`src/rtl/wrl_pkg.sv`:
```
// Shared types, constants and register codes for the windowed rate limiter.
// No dependencies; every other rtl file imports this package.
`default_nettype none

package wrl_pkg;

    // Field widths
    localparam int MAX_BLOCK_BYTES = 4096;
    localparam int TIME_BITS       = 48;
    localparam int BYTES_W         = 13;
    localparam int CNT_W           = 31;
    localparam int SUM_W           = CNT_W + 1;
    localparam int TPB_W           = 32;
    localparam int MIN_W           = 32;
    localparam int FRAC_BITS       = 16;
    localparam int PROD_W          = CNT_W + TPB_W;
    localparam int BUDGET_W        = PROD_W - FRAC_BITS;
    localparam int CFG_IDX_W       = 2;
    localparam int CFG_DATA_W      = 48;
    localparam int IN_TDATA_W      = 64;
    localparam int OUT_TDATA_W     = 48;

    // Register reset values
    localparam logic [TPB_W-1:0]     TPB_RESET    = 32'd65536;
    localparam logic [TIME_BITS-1:0] WINDOW_RESET = 48'd60000000;
    localparam logic [MIN_W-1:0]     MIN_RESET    = 32'd1;

    // Register indexes on the configuration channel
    typedef enum logic [CFG_IDX_W-1:0] {
        CFG_TICKS_PER_BYTE = 2'd0,
        CFG_WINDOW_TICKS   = 2'd1,
        CFG_MIN_DELAY      = 2'd2
    } t_cfg_idx;

    // Live configuration
    typedef struct packed {
        logic [TPB_W-1:0]     ticks_per_byte;
        logic [TIME_BITS-1:0] window_ticks;
        logic [MIN_W-1:0]     min_delay_ticks;
    } t_cfg;

    // Word handed from window accounting to the budget pipeline
    typedef struct packed {
        logic [CNT_W-1:0]     cnt;      // bytes in window, this block included
        logic [TIME_BITS-1:0] elapsed;  // ticks since window start, 0 on restart
        logic                 restart;
    } t_win_item;

endpackage

`default_nettype wire

```
`src/rtl/wrl_cfg_regs.sv`:
```
// Configuration register file: ticks per byte, window length, minimum delay.
// Depends on wrl_pkg.
`default_nettype none

module wrl_cfg_regs
    import wrl_pkg::*;
(
    input  wire logic                  i_clk,
    input  wire logic                  i_rst_n,
    input  wire logic                  i_wr_en,
    input  wire logic [CFG_IDX_W-1:0]  i_wr_index,
    input  wire logic [CFG_DATA_W-1:0] i_wr_data,
    output t_cfg                       o_cfg
);

    t_cfg r_cfg;

    // Register writes; unknown indexes are dropped
    always_ff @(posedge i_clk) begin
        if (!i_rst_n) begin
            r_cfg.ticks_per_byte  <= TPB_RESET;
            r_cfg.window_ticks    <= WINDOW_RESET;
            r_cfg.min_delay_ticks <= MIN_RESET;
        end else if (i_wr_en) begin
            case (t_cfg_idx'(i_wr_index))
                CFG_TICKS_PER_BYTE: r_cfg.ticks_per_byte  <= i_wr_data[TPB_W-1:0];
                CFG_WINDOW_TICKS:   r_cfg.window_ticks    <= i_wr_data[TIME_BITS-1:0];
                CFG_MIN_DELAY:      r_cfg.min_delay_ticks <= i_wr_data[MIN_W-1:0];
                default: ;
            endcase
        end
    end

    assign o_cfg = r_cfg;

endmodule

`default_nettype wire

```
`src/rtl/wrl_window.sv`:
```
// Input register and window accounting: restart decision, byte count, elapsed.
// Depends on wrl_pkg.
`default_nettype none

module wrl_window
    import wrl_pkg::*;
(
    input  wire logic                 i_clk,
    input  wire logic                 i_rst_n,
    input  wire t_cfg                 i_cfg,
    input  wire logic                 i_valid,
    output logic                      o_ready,
    input  wire logic [BYTES_W-1:0]   i_bytes,
    input  wire logic [TIME_BITS-1:0] i_now,
    output logic                      o_valid,
    input  wire logic                 i_ready,
    output t_win_item                 o_item
);

    // Input stage
    logic                 r_a_valid;
    logic [BYTES_W-1:0]   r_a_bytes;
    logic [TIME_BITS-1:0] r_a_now;

    // Output stage
    logic      r_b_valid;
    t_win_item r_b_item;

    // Window state
    logic [TIME_BITS-1:0] r_window_start;
    logic [CNT_W-1:0]     r_window_bytes;
    logic [TIME_BITS-1:0] r_last_elapsed;
    logic                 r_pending;

    logic                 load_a;
    logic                 load_b;
    logic                 move_ab;
    logic [BYTES_W-1:0]   bytes_c;
    logic [SUM_W-1:0]     sum;
    logic [TIME_BITS-1:0] elapsed;
    logic                 restart;
    t_win_item            n_b_item;

    // Stage advance: each stage loads when empty or when its word moves on
    assign load_b  = !r_b_valid || i_ready;
    assign load_a  = !r_a_valid || load_b;
    assign move_ab = r_a_valid && load_b;
    assign o_ready = load_a;

    always_ff @(posedge i_clk) begin
        if (!i_rst_n) begin
            r_a_valid <= 1'b0;
        end else if (load_a) begin
            r_a_valid <= i_valid;
        end
    end

    always_ff @(posedge i_clk) begin
        if (load_a && i_valid) begin
            r_a_bytes <= i_bytes;
            r_a_now   <= i_now;
        end
    end

    // Accounting for the word in the input stage
    always_comb begin
        bytes_c = (r_a_bytes > BYTES_W'(MAX_BLOCK_BYTES)) ?
                  BYTES_W'(MAX_BLOCK_BYTES) : r_a_bytes;
        sum     = SUM_W'(r_window_bytes) + SUM_W'(bytes_c);
        elapsed = r_a_now - r_window_start;
        restart = r_pending || (r_last_elapsed >= i_cfg.window_ticks) || sum[SUM_W-1];
        if (restart) begin
            n_b_item.cnt     = CNT_W'(bytes_c);
            n_b_item.elapsed = '0;
        end else begin
            n_b_item.cnt     = sum[CNT_W-1:0];
            n_b_item.elapsed = elapsed;
        end
        n_b_item.restart = restart;
    end

    // Window state moves once per word
    always_ff @(posedge i_clk) begin
        if (!i_rst_n) begin
            r_window_start <= '0;
            r_window_bytes <= '0;
            r_last_elapsed <= '0;
            r_pending      <= 1'b1;
        end else if (move_ab) begin
            r_window_bytes <= n_b_item.cnt;
            r_last_elapsed <= n_b_item.elapsed;
            r_pending      <= 1'b0;
            if (restart) begin
                r_window_start <= r_a_now;
            end
        end
    end

    always_ff @(posedge i_clk) begin
        if (!i_rst_n) begin
            r_b_valid <= 1'b0;
        end else if (load_b) begin
            r_b_valid <= r_a_valid;
        end
    end

    always_ff @(posedge i_clk) begin
        if (move_ab) begin
            r_b_item <= n_b_item;
        end
    end

    assign o_valid = r_b_valid;
    assign o_item  = r_b_item;

    // A word waiting downstream always matches the window state it left behind
    a_cnt_tracks_state: assert property (@(posedge i_clk) disable iff (!i_rst_n)
        r_b_valid |-> r_b_item.cnt == r_window_bytes)
        else $error("window count out of step with pending word");

    a_elapsed_tracks_state: assert property (@(posedge i_clk) disable iff (!i_rst_n)
        r_b_valid |-> r_b_item.elapsed == r_last_elapsed)
        else $error("elapsed out of step with pending word");

    a_first_word_clears: assert property (@(posedge i_clk) disable iff (!i_rst_n)
        move_ab |=> !r_pending)
        else $error("restart still pending after a word");

    a_ready_when_room: assert property (@(posedge i_clk) disable iff (!i_rst_n)
        !r_b_valid |-> o_ready)
        else $error("input stalled with an empty output stage");

endmodule

`default_nettype wire

```
`src/rtl/wrl_budget.sv`:
```
// Budget multiply, delay subtract and minimum check, then the result register.
// Depends on wrl_pkg.
`default_nettype none

module wrl_budget
    import wrl_pkg::*;
(
    input  wire logic                  i_clk,
    input  wire logic                  i_rst_n,
    input  wire t_cfg                  i_cfg,
    input  wire logic                  i_valid,
    output logic                       o_ready,
    input  wire t_win_item             i_item,
    output logic                       o_valid,
    input  wire logic                  i_ready,
    output logic [TIME_BITS-1:0]       o_hold,
    output logic                       o_restart
);

    // Multiply stage
    logic                 r_c_valid;
    logic [BUDGET_W-1:0]  r_c_budget;
    logic [TIME_BITS-1:0] r_c_elapsed;
    logic                 r_c_restart;

    // Result stage
    logic                 r_d_valid;
    logic [TIME_BITS-1:0] r_d_hold;
    logic                 r_d_restart;

    logic                 load_c;
    logic                 load_d;
    logic [PROD_W-1:0]    prod;
    logic [TIME_BITS-1:0] budget_x;
    logic [TIME_BITS-1:0] n_d_hold;

    assign load_d  = !r_d_valid || i_ready;
    assign load_c  = !r_c_valid || load_d;
    assign o_ready = load_c;

    // Q16.16 budget, fraction dropped
    assign prod = PROD_W'(i_item.cnt) * PROD_W'(i_cfg.ticks_per_byte);

    always_ff @(posedge i_clk) begin
        if (!i_rst_n) begin
            r_c_valid <= 1'b0;
        end else if (load_c) begin
            r_c_valid <= i_valid;
        end
    end

    always_ff @(posedge i_clk) begin
        if (load_c && i_valid) begin
            r_c_budget  <= prod[PROD_W-1:FRAC_BITS];
            r_c_elapsed <= i_item.elapsed;
            r_c_restart <= i_item.restart;
        end
    end

    // Delay = budget - elapsed, zero when overspent or below the minimum.
    // Budget is at most 47 bits, so the 48-bit result never saturates.
    always_comb begin
        budget_x = TIME_BITS'(r_c_budget);
        if (r_c_elapsed > budget_x) begin
            n_d_hold = '0;
        end else begin
            n_d_hold = budget_x - r_c_elapsed;
        end
        if (n_d_hold < TIME_BITS'(i_cfg.min_delay_ticks)) begin
            n_d_hold = '0;
        end
    end

    always_ff @(posedge i_clk) begin
        if (!i_rst_n) begin
            r_d_valid <= 1'b0;
        end else if (load_d) begin
            r_d_valid <= r_c_valid;
        end
    end

    always_ff @(posedge i_clk) begin
        if (load_d && r_c_valid) begin
            r_d_hold    <= n_d_hold;
            r_d_restart <= r_c_restart;
        end
    end

    assign o_valid   = r_d_valid;
    assign o_hold    = r_d_hold;
    assign o_restart = r_d_restart;

    a_hold_in_range: assert property (@(posedge i_clk) disable iff (!i_rst_n)
        r_d_valid |-> !r_d_hold[TIME_BITS-1])
        else $error("hold exceeds the budget range");

    a_mid_stage_kept: assert property (@(posedge i_clk) disable iff (!i_rst_n)
        r_c_valid && !load_d |=> r_c_valid)
        else $error("multiply stage word lost under stall");

    a_ready_when_room: assert property (@(posedge i_clk) disable iff (!i_rst_n)
        !r_c_valid |-> o_ready)
        else $error("budget input stalled with an empty multiply stage");

endmodule

`default_nettype wire

```
`src/rtl/windowed_rate_limiter_top.sv`:
```
// Top level of the windowed rate limiter: config registers, window accounting
// and budget pipeline. Depends on wrl_pkg, wrl_cfg_regs, wrl_window, wrl_budget.
//
//   channel  direction  handshake                  payload
//   s_axis   in         i_s_axis_tvalid/o_..tready tdata: block_bytes, now_ticks
//   m_axis   out        o_m_axis_tvalid/i_..tready tdata: hold_ticks; tuser: restart
//   cfg      in         i_cfg_valid/o_cfg_ready    i_cfg_index, i_cfg_data
//
// One word per cycle sustained unless the output stalls; four register stages
// (input reg, window reg, multiply reg, result reg), which an accepted input
// word passes through in that order before result valid rises.
// The rate is set by the window-state update loop in wrl_window.
// Synchronous active-low reset empties the pipeline and restores register
// defaults; the first word after reset opens a window.
// A stalled output backs up stage by stage; empty stages keep accepting.
`default_nettype none

module windowed_rate_limiter_top
    import wrl_pkg::*;
(
    input  wire logic                   i_clk,
    input  wire logic                   i_rst_n,
    // [12:0] block_bytes, [60:13] now_ticks, [63:61] zero
    input  wire logic [IN_TDATA_W-1:0]  i_s_axis_tdata,
    input  wire logic                   i_s_axis_tvalid,
    output logic                        o_s_axis_tready,
    // [47:0] hold_ticks
    output logic [OUT_TDATA_W-1:0]      o_m_axis_tdata,
    // [0] window_restarted
    output logic                        o_m_axis_tuser,
    output logic                        o_m_axis_tvalid,
    input  wire logic                   i_m_axis_tready,
    input  wire logic                   i_cfg_valid,
    output logic                        o_cfg_ready,
    input  wire logic [CFG_IDX_W-1:0]   i_cfg_index,
    input  wire logic [CFG_DATA_W-1:0]  i_cfg_data
);

    t_cfg      cfg;
    logic      win_valid;
    logic      win_ready;
    t_win_item win_item;

    // Register writes are always taken
    assign o_cfg_ready = 1'b1;

    wrl_cfg_regs u_cfg (
        .i_clk      (i_clk),
        .i_rst_n    (i_rst_n),
        .i_wr_en    (i_cfg_valid),
        .i_wr_index (i_cfg_index),
        .i_wr_data  (i_cfg_data),
        .o_cfg      (cfg)
    );

    wrl_window u_window (
        .i_clk   (i_clk),
        .i_rst_n (i_rst_n),
        .i_cfg   (cfg),
        .i_valid (i_s_axis_tvalid),
        .o_ready (o_s_axis_tready),
        .i_bytes (i_s_axis_tdata[BYTES_W-1:0]),
        .i_now   (i_s_axis_tdata[BYTES_W+TIME_BITS-1:BYTES_W]),
        .o_valid (win_valid),
        .i_ready (win_ready),
        .o_item  (win_item)
    );

    wrl_budget u_budget (
        .i_clk     (i_clk),
        .i_rst_n   (i_rst_n),
        .i_cfg     (cfg),
        .i_valid   (win_valid),
        .o_ready   (win_ready),
        .i_item    (win_item),
        .o_valid   (o_m_axis_tvalid),
        .i_ready   (i_m_axis_tready),
        .o_hold    (o_m_axis_tdata),
        .o_restart (o_m_axis_tuser)
    );

endmodule

`default_nettype wire
```
`config.mk`:
```
export PLATFORM = sky130hd
export DESIGN_NAME = windowed_rate_limiter_top
export DESIGN_NICKNAME = d
export VERILOG_FILES = /design/src/rtl/wrl_pkg.sv /design/src/rtl/wrl_cfg_regs.sv /design/src/rtl/wrl_window.sv /design/src/rtl/wrl_budget.sv /design/src/rtl/windowed_rate_limiter_top.sv
export SDC_FILE = /design/constraint.sdc
export NUM_CORES = 2
export LEC_CHECK = 0
export ABC_CLOCK_PERIOD_IN_PS = 8390
export BUFFER_PORTS_ARGS = -buffer_cell sky130_fd_sc_hd__buf_2
export CORE_MARGIN = 1
export CORE_UTILIZATION = 65
export DETAILED_ROUTE_END_ITERATION = 10
export GPL_ROUTABILITY_DRIVEN = 0
export PLACE_DENSITY = 0.81
export SYNTH_ARGS = -nofsm -noshare
export SYNTH_HDL_FRONTEND = slang
export SYNTH_HIERARCHICAL = 1
export SYNTH_SLANG_ARGS = --single-unit
```
`constraint.sdc`:
```
create_clock -name i_clk -period 8.39 [get_ports i_clk]
set_input_delay 2.0975 -clock i_clk [delete_from_list [all_inputs] [get_ports i_clk]]
set_output_delay 2.0975 -clock i_clk [all_outputs]
set_load 0.02 [all_outputs]
```
==> flow_summary.ini <==
[finish]
layout_common_cells = 1043 x inv_1, 868 x fa_1, 832 x nand2_1, 586 x and2_1, 439 x ha_1
fin_nets = 7709
drive_gt1_share_pct = 8.705
final_common_cell = inv_1
final_area_sq_um = 63670
fin_cells = 7509
area_growth_pct = 8.037

[pwr]
seq_power_share_pct = 35.8
swShare_pct = 33.70
peakVddDrop_uv = 183.2
p_leak_nw = 29.90
powerDensity_nw_per_um2 = 131.7
internal-power_mw = 5.560
clkPwrFrac_pct = 31.3
switchingPower_mw = 2.826
pwr-share-comb_pct = 32.9

[clock_tree]
tritoncts = yes
clockBufferDepth = 3
htreeDepth = 2
holdBufCountCts = 0
clk_latency_ps = 630
numCtsBuffers = 55
cts-root-buf = clkbuf_16
clock-sinks = 530
clkTransAtPathRegs_ps = 70

[min_path]
worst_hold_path_type = register to register
whs_path_depth = 0
min_to = u_budget/r_c_elapsed[23]
hp-start = u_window/o_item[24]

[floorplan]
fp.dieW_um = 303.1
dieArea_sq_um = 91880
initial_core_util_pct = 65.58
ioPinCount = 171
core_sq_um = 89870
die_y_um = 303.1
fp-row-count = 110

[global_route]
first_global_vias = 46830
grt_usage_pct = 35.05
grt_pass1_wl_um = 248000
grt_max_degree = 94
antenna_found_initial = 3
gr-total-overflow = 0

[setup_path]
cpPeakStageDelay_ps = 840
critPathSlowestCell = dfxtp_1
path_max_fanout = 13
endpoint_kind = register
critPathLaunchType = register
reg2reg_slack_ps = 280
r2r_end = u_budget/r_c_budget[43]
required_ps = 8760
crit_start = u_cfg/o_cfg[103]
r2r_cells = 25
path_common_cell = fa_1
reg2reg_from = u_cfg/o_cfg[103]
crit_arrival_ps = 8470
crit_type = register to register

[timing]
slew_viol_final = 0
finalSetupTns_ps = 0
fin_crit_ps = 8107
setup_viol = 0
max_freq_mhz = 123.3
fin_crit_sh_pct = 96.63
hold_viol_final = 0
max_slew.worst_pin.slew_ps = 1179
slew-limit-headroom_pct = 21.00
finClkSkew_ps = 34.93

[synth]
synth_area_per_cell_sq_um = 9.529
syn-cell-area_sq_um = 58940
yosysWarnings = 6
synth.yosys.seq_area_share_pct = 22.86
syn_nets = 7611
ys_ff_latch = 530
synthCells = 6185
synthArstFlopShare_pct = 0
synth_edf_count = 286
ys_types = 103
synth-main-ff-cell = edfxtp_1

[drt]
wire_per_inst_um = 20.92
vias = 44530
drtIter0Drc = 3955
wl_um = 157100
first_pass_iters = 8
drc = 0
vias_per_cell = 5.930
detail-route-antenna-nets = 0

[placement]
placedInstanceArea_sq_um = 61620
dp.cells = 7399
numPortBuffers = 166
dp_hpwl_um = 123400

[run]
drv_cap = 0

[run_status]
status = complete, no violations
[worst max path at each step]
stage / endpoint / slack [ps]
final: u_budget/r_c_budget[43] / 280
after global routing: u_budget/r_c_budget[43] / -8
after CTS: u_budget/r_c_budget[41] / 5
after detailed placement: u_budget/r_c_budget[41] / 40
after global placement: u_budget/r_c_budget[41] / 140
after floorplan: u_budget/r_c_budget[41] / 930
[metrics by stage]
step / hold slack, ps / total power, mW / setup WS [ps] / util, %
after floorplan: 400.3 / 4.785 / 934.6 / -
after global placement: 401.1 / 5.638 / 136.8 / 68.56
after detailed placement: 404.5 / 5.714 / 36.70 / 68.56
after CTS: 416.7 / 8.343 / 4.840 / 70.79
after global routing: 421.5 / 8.770 / -7.738 / 70.84
final: 405.3 / 8.387 / 282.9 / 70.85
[Yosys cell counts (7+ instances only)]
cell type	instances	share of area, %
nand4_1	48	0.51
o22ai_1	10	0.11
o21bai_1	23	0.29
buf_2	35	0.30
a31oi_1	20	0.21
o21ai_1	9	0.076
a221o_1	7	0.12
nand3_1	101	0.86
nor4_1	13	0.14
nand2_1	832	5.3
o21a_1	30	0.38
a21o_1	101	1.3
or3_1	23	0.24
o211ai_1	12	0.15
and4_1	8	0.12
a21boi_2	30	0.57
buf_6	14	0.27
and2_1	588	6.2
nand2b_1	21	0.22
and3_1	12	0.13
a21oi_1	269	2.3
fa_1	868	29
o31ai_1	17	0.22
mux2i_1	107	1.8
o21ai_0	116	0.99
a211oi_1	18	0.23
nor2b_1	38	0.40
edfxtp_1	286	15
a211o_1	12	0.18
a41oi_1	8	0.12
clkbuf_1	252	1.6
nor2_1	193	1.2
and4b_1	11	0.19
o21ba_2	7	0.12
ha_1	439	9.3
dfxtp_1	244	8.3
mux2_2	10	0.19
xnor2_1	88	1.3
xor2_1	66	0.98
inv_1	1044	6.6
nor3_1	31	0.26
[metal layers]
| layer | track usage (%) | vias to the layer above | wire length (um) |
|---|---|---|---|
| met2 | 57.74 | 2199 | 74120 |
| met3 | 6.133 | 589 | 14040 |
| met1 | 42.46 | 21970 | 57050 |
| li1 | - | 19770 | - |
| met5 | 0 | - | 22 |
| met4 | 23.20 | 4 | 11880 |
[final cells by class]
| cell class | count | area (sq um) |
|---|---|---|
| flip-flops and latches | 530 | 13480 |
| clock inverters | 26 | 335.3 |
| clock buffers | 78 | 1639 |
| diodes | 3 | 7.507 |
| multi-input cells | 4293 | 40210 |
| inverters | 1047 | 3938 |
| well taps | 1176 | 1471 |
| repair buffers | 356 | 2601 |
| fillers | 6414 | 26200 |
[power by group through the flow]
stage                     Clock, mW  Combinational, mW  Sequential, mW
final                          2.63               2.76            3.00
after global routing           2.74               3.02            3.01
after CTS                      2.64               2.71            3.00
after detailed placement          0               2.66            3.05
after global placement            0               2.59            3.05
after floorplan                   0               1.77            3.02
[logic make-up after synthesis]
kind of cell / count (synthesis) / synth area share (%)
flops: 530 / 22.86
other cells: 1 / 0.006363
compound gates: 766 / 8.727
mux: 117 / 2.008
buf+inv: 1362 / 9.048
simple gates: 1948 / 16.26
fa+ha+maj: 1307 / 38.80
xor+xnor: 154 / 2.288
[critical path, delay by kind of cell, from the launching register on]
kind / cells / cell delay, ps
AO/OA/AOI/OAI: 6 / 1110
XOR/XNOR: 1 / 160
adder cells (fa/ha/maj): 9 / 4310
buffers and inverters: 5 / 620
flip-flops: 1 / 840
AND/OR/NAND/NOR: 4 / 800
[registers in the layout (all words and copies together) (netlist names), 13 cells and up]
register	cells
u_cfg/o_cfg	112
u_window/o_item	80
u_budget/o_hold	48
u_budget/r_c_elapsed	48
u_window/r_a_now	48
u_window/r_last_elapsed	48
u_window/r_window_start	48
u_budget/r_c_budget	47
u_window/r_window_bytes	31
u_window/r_a_bytes	13
[repair_timing]
action / CTS / global route
hold endpoints to repair: 0 / 0
endpoints found under the setup margin: 1 / 17
resized for setup: 0 / 9
setup buffers: 2 / 1
Power figures use the tool's default switching activity.
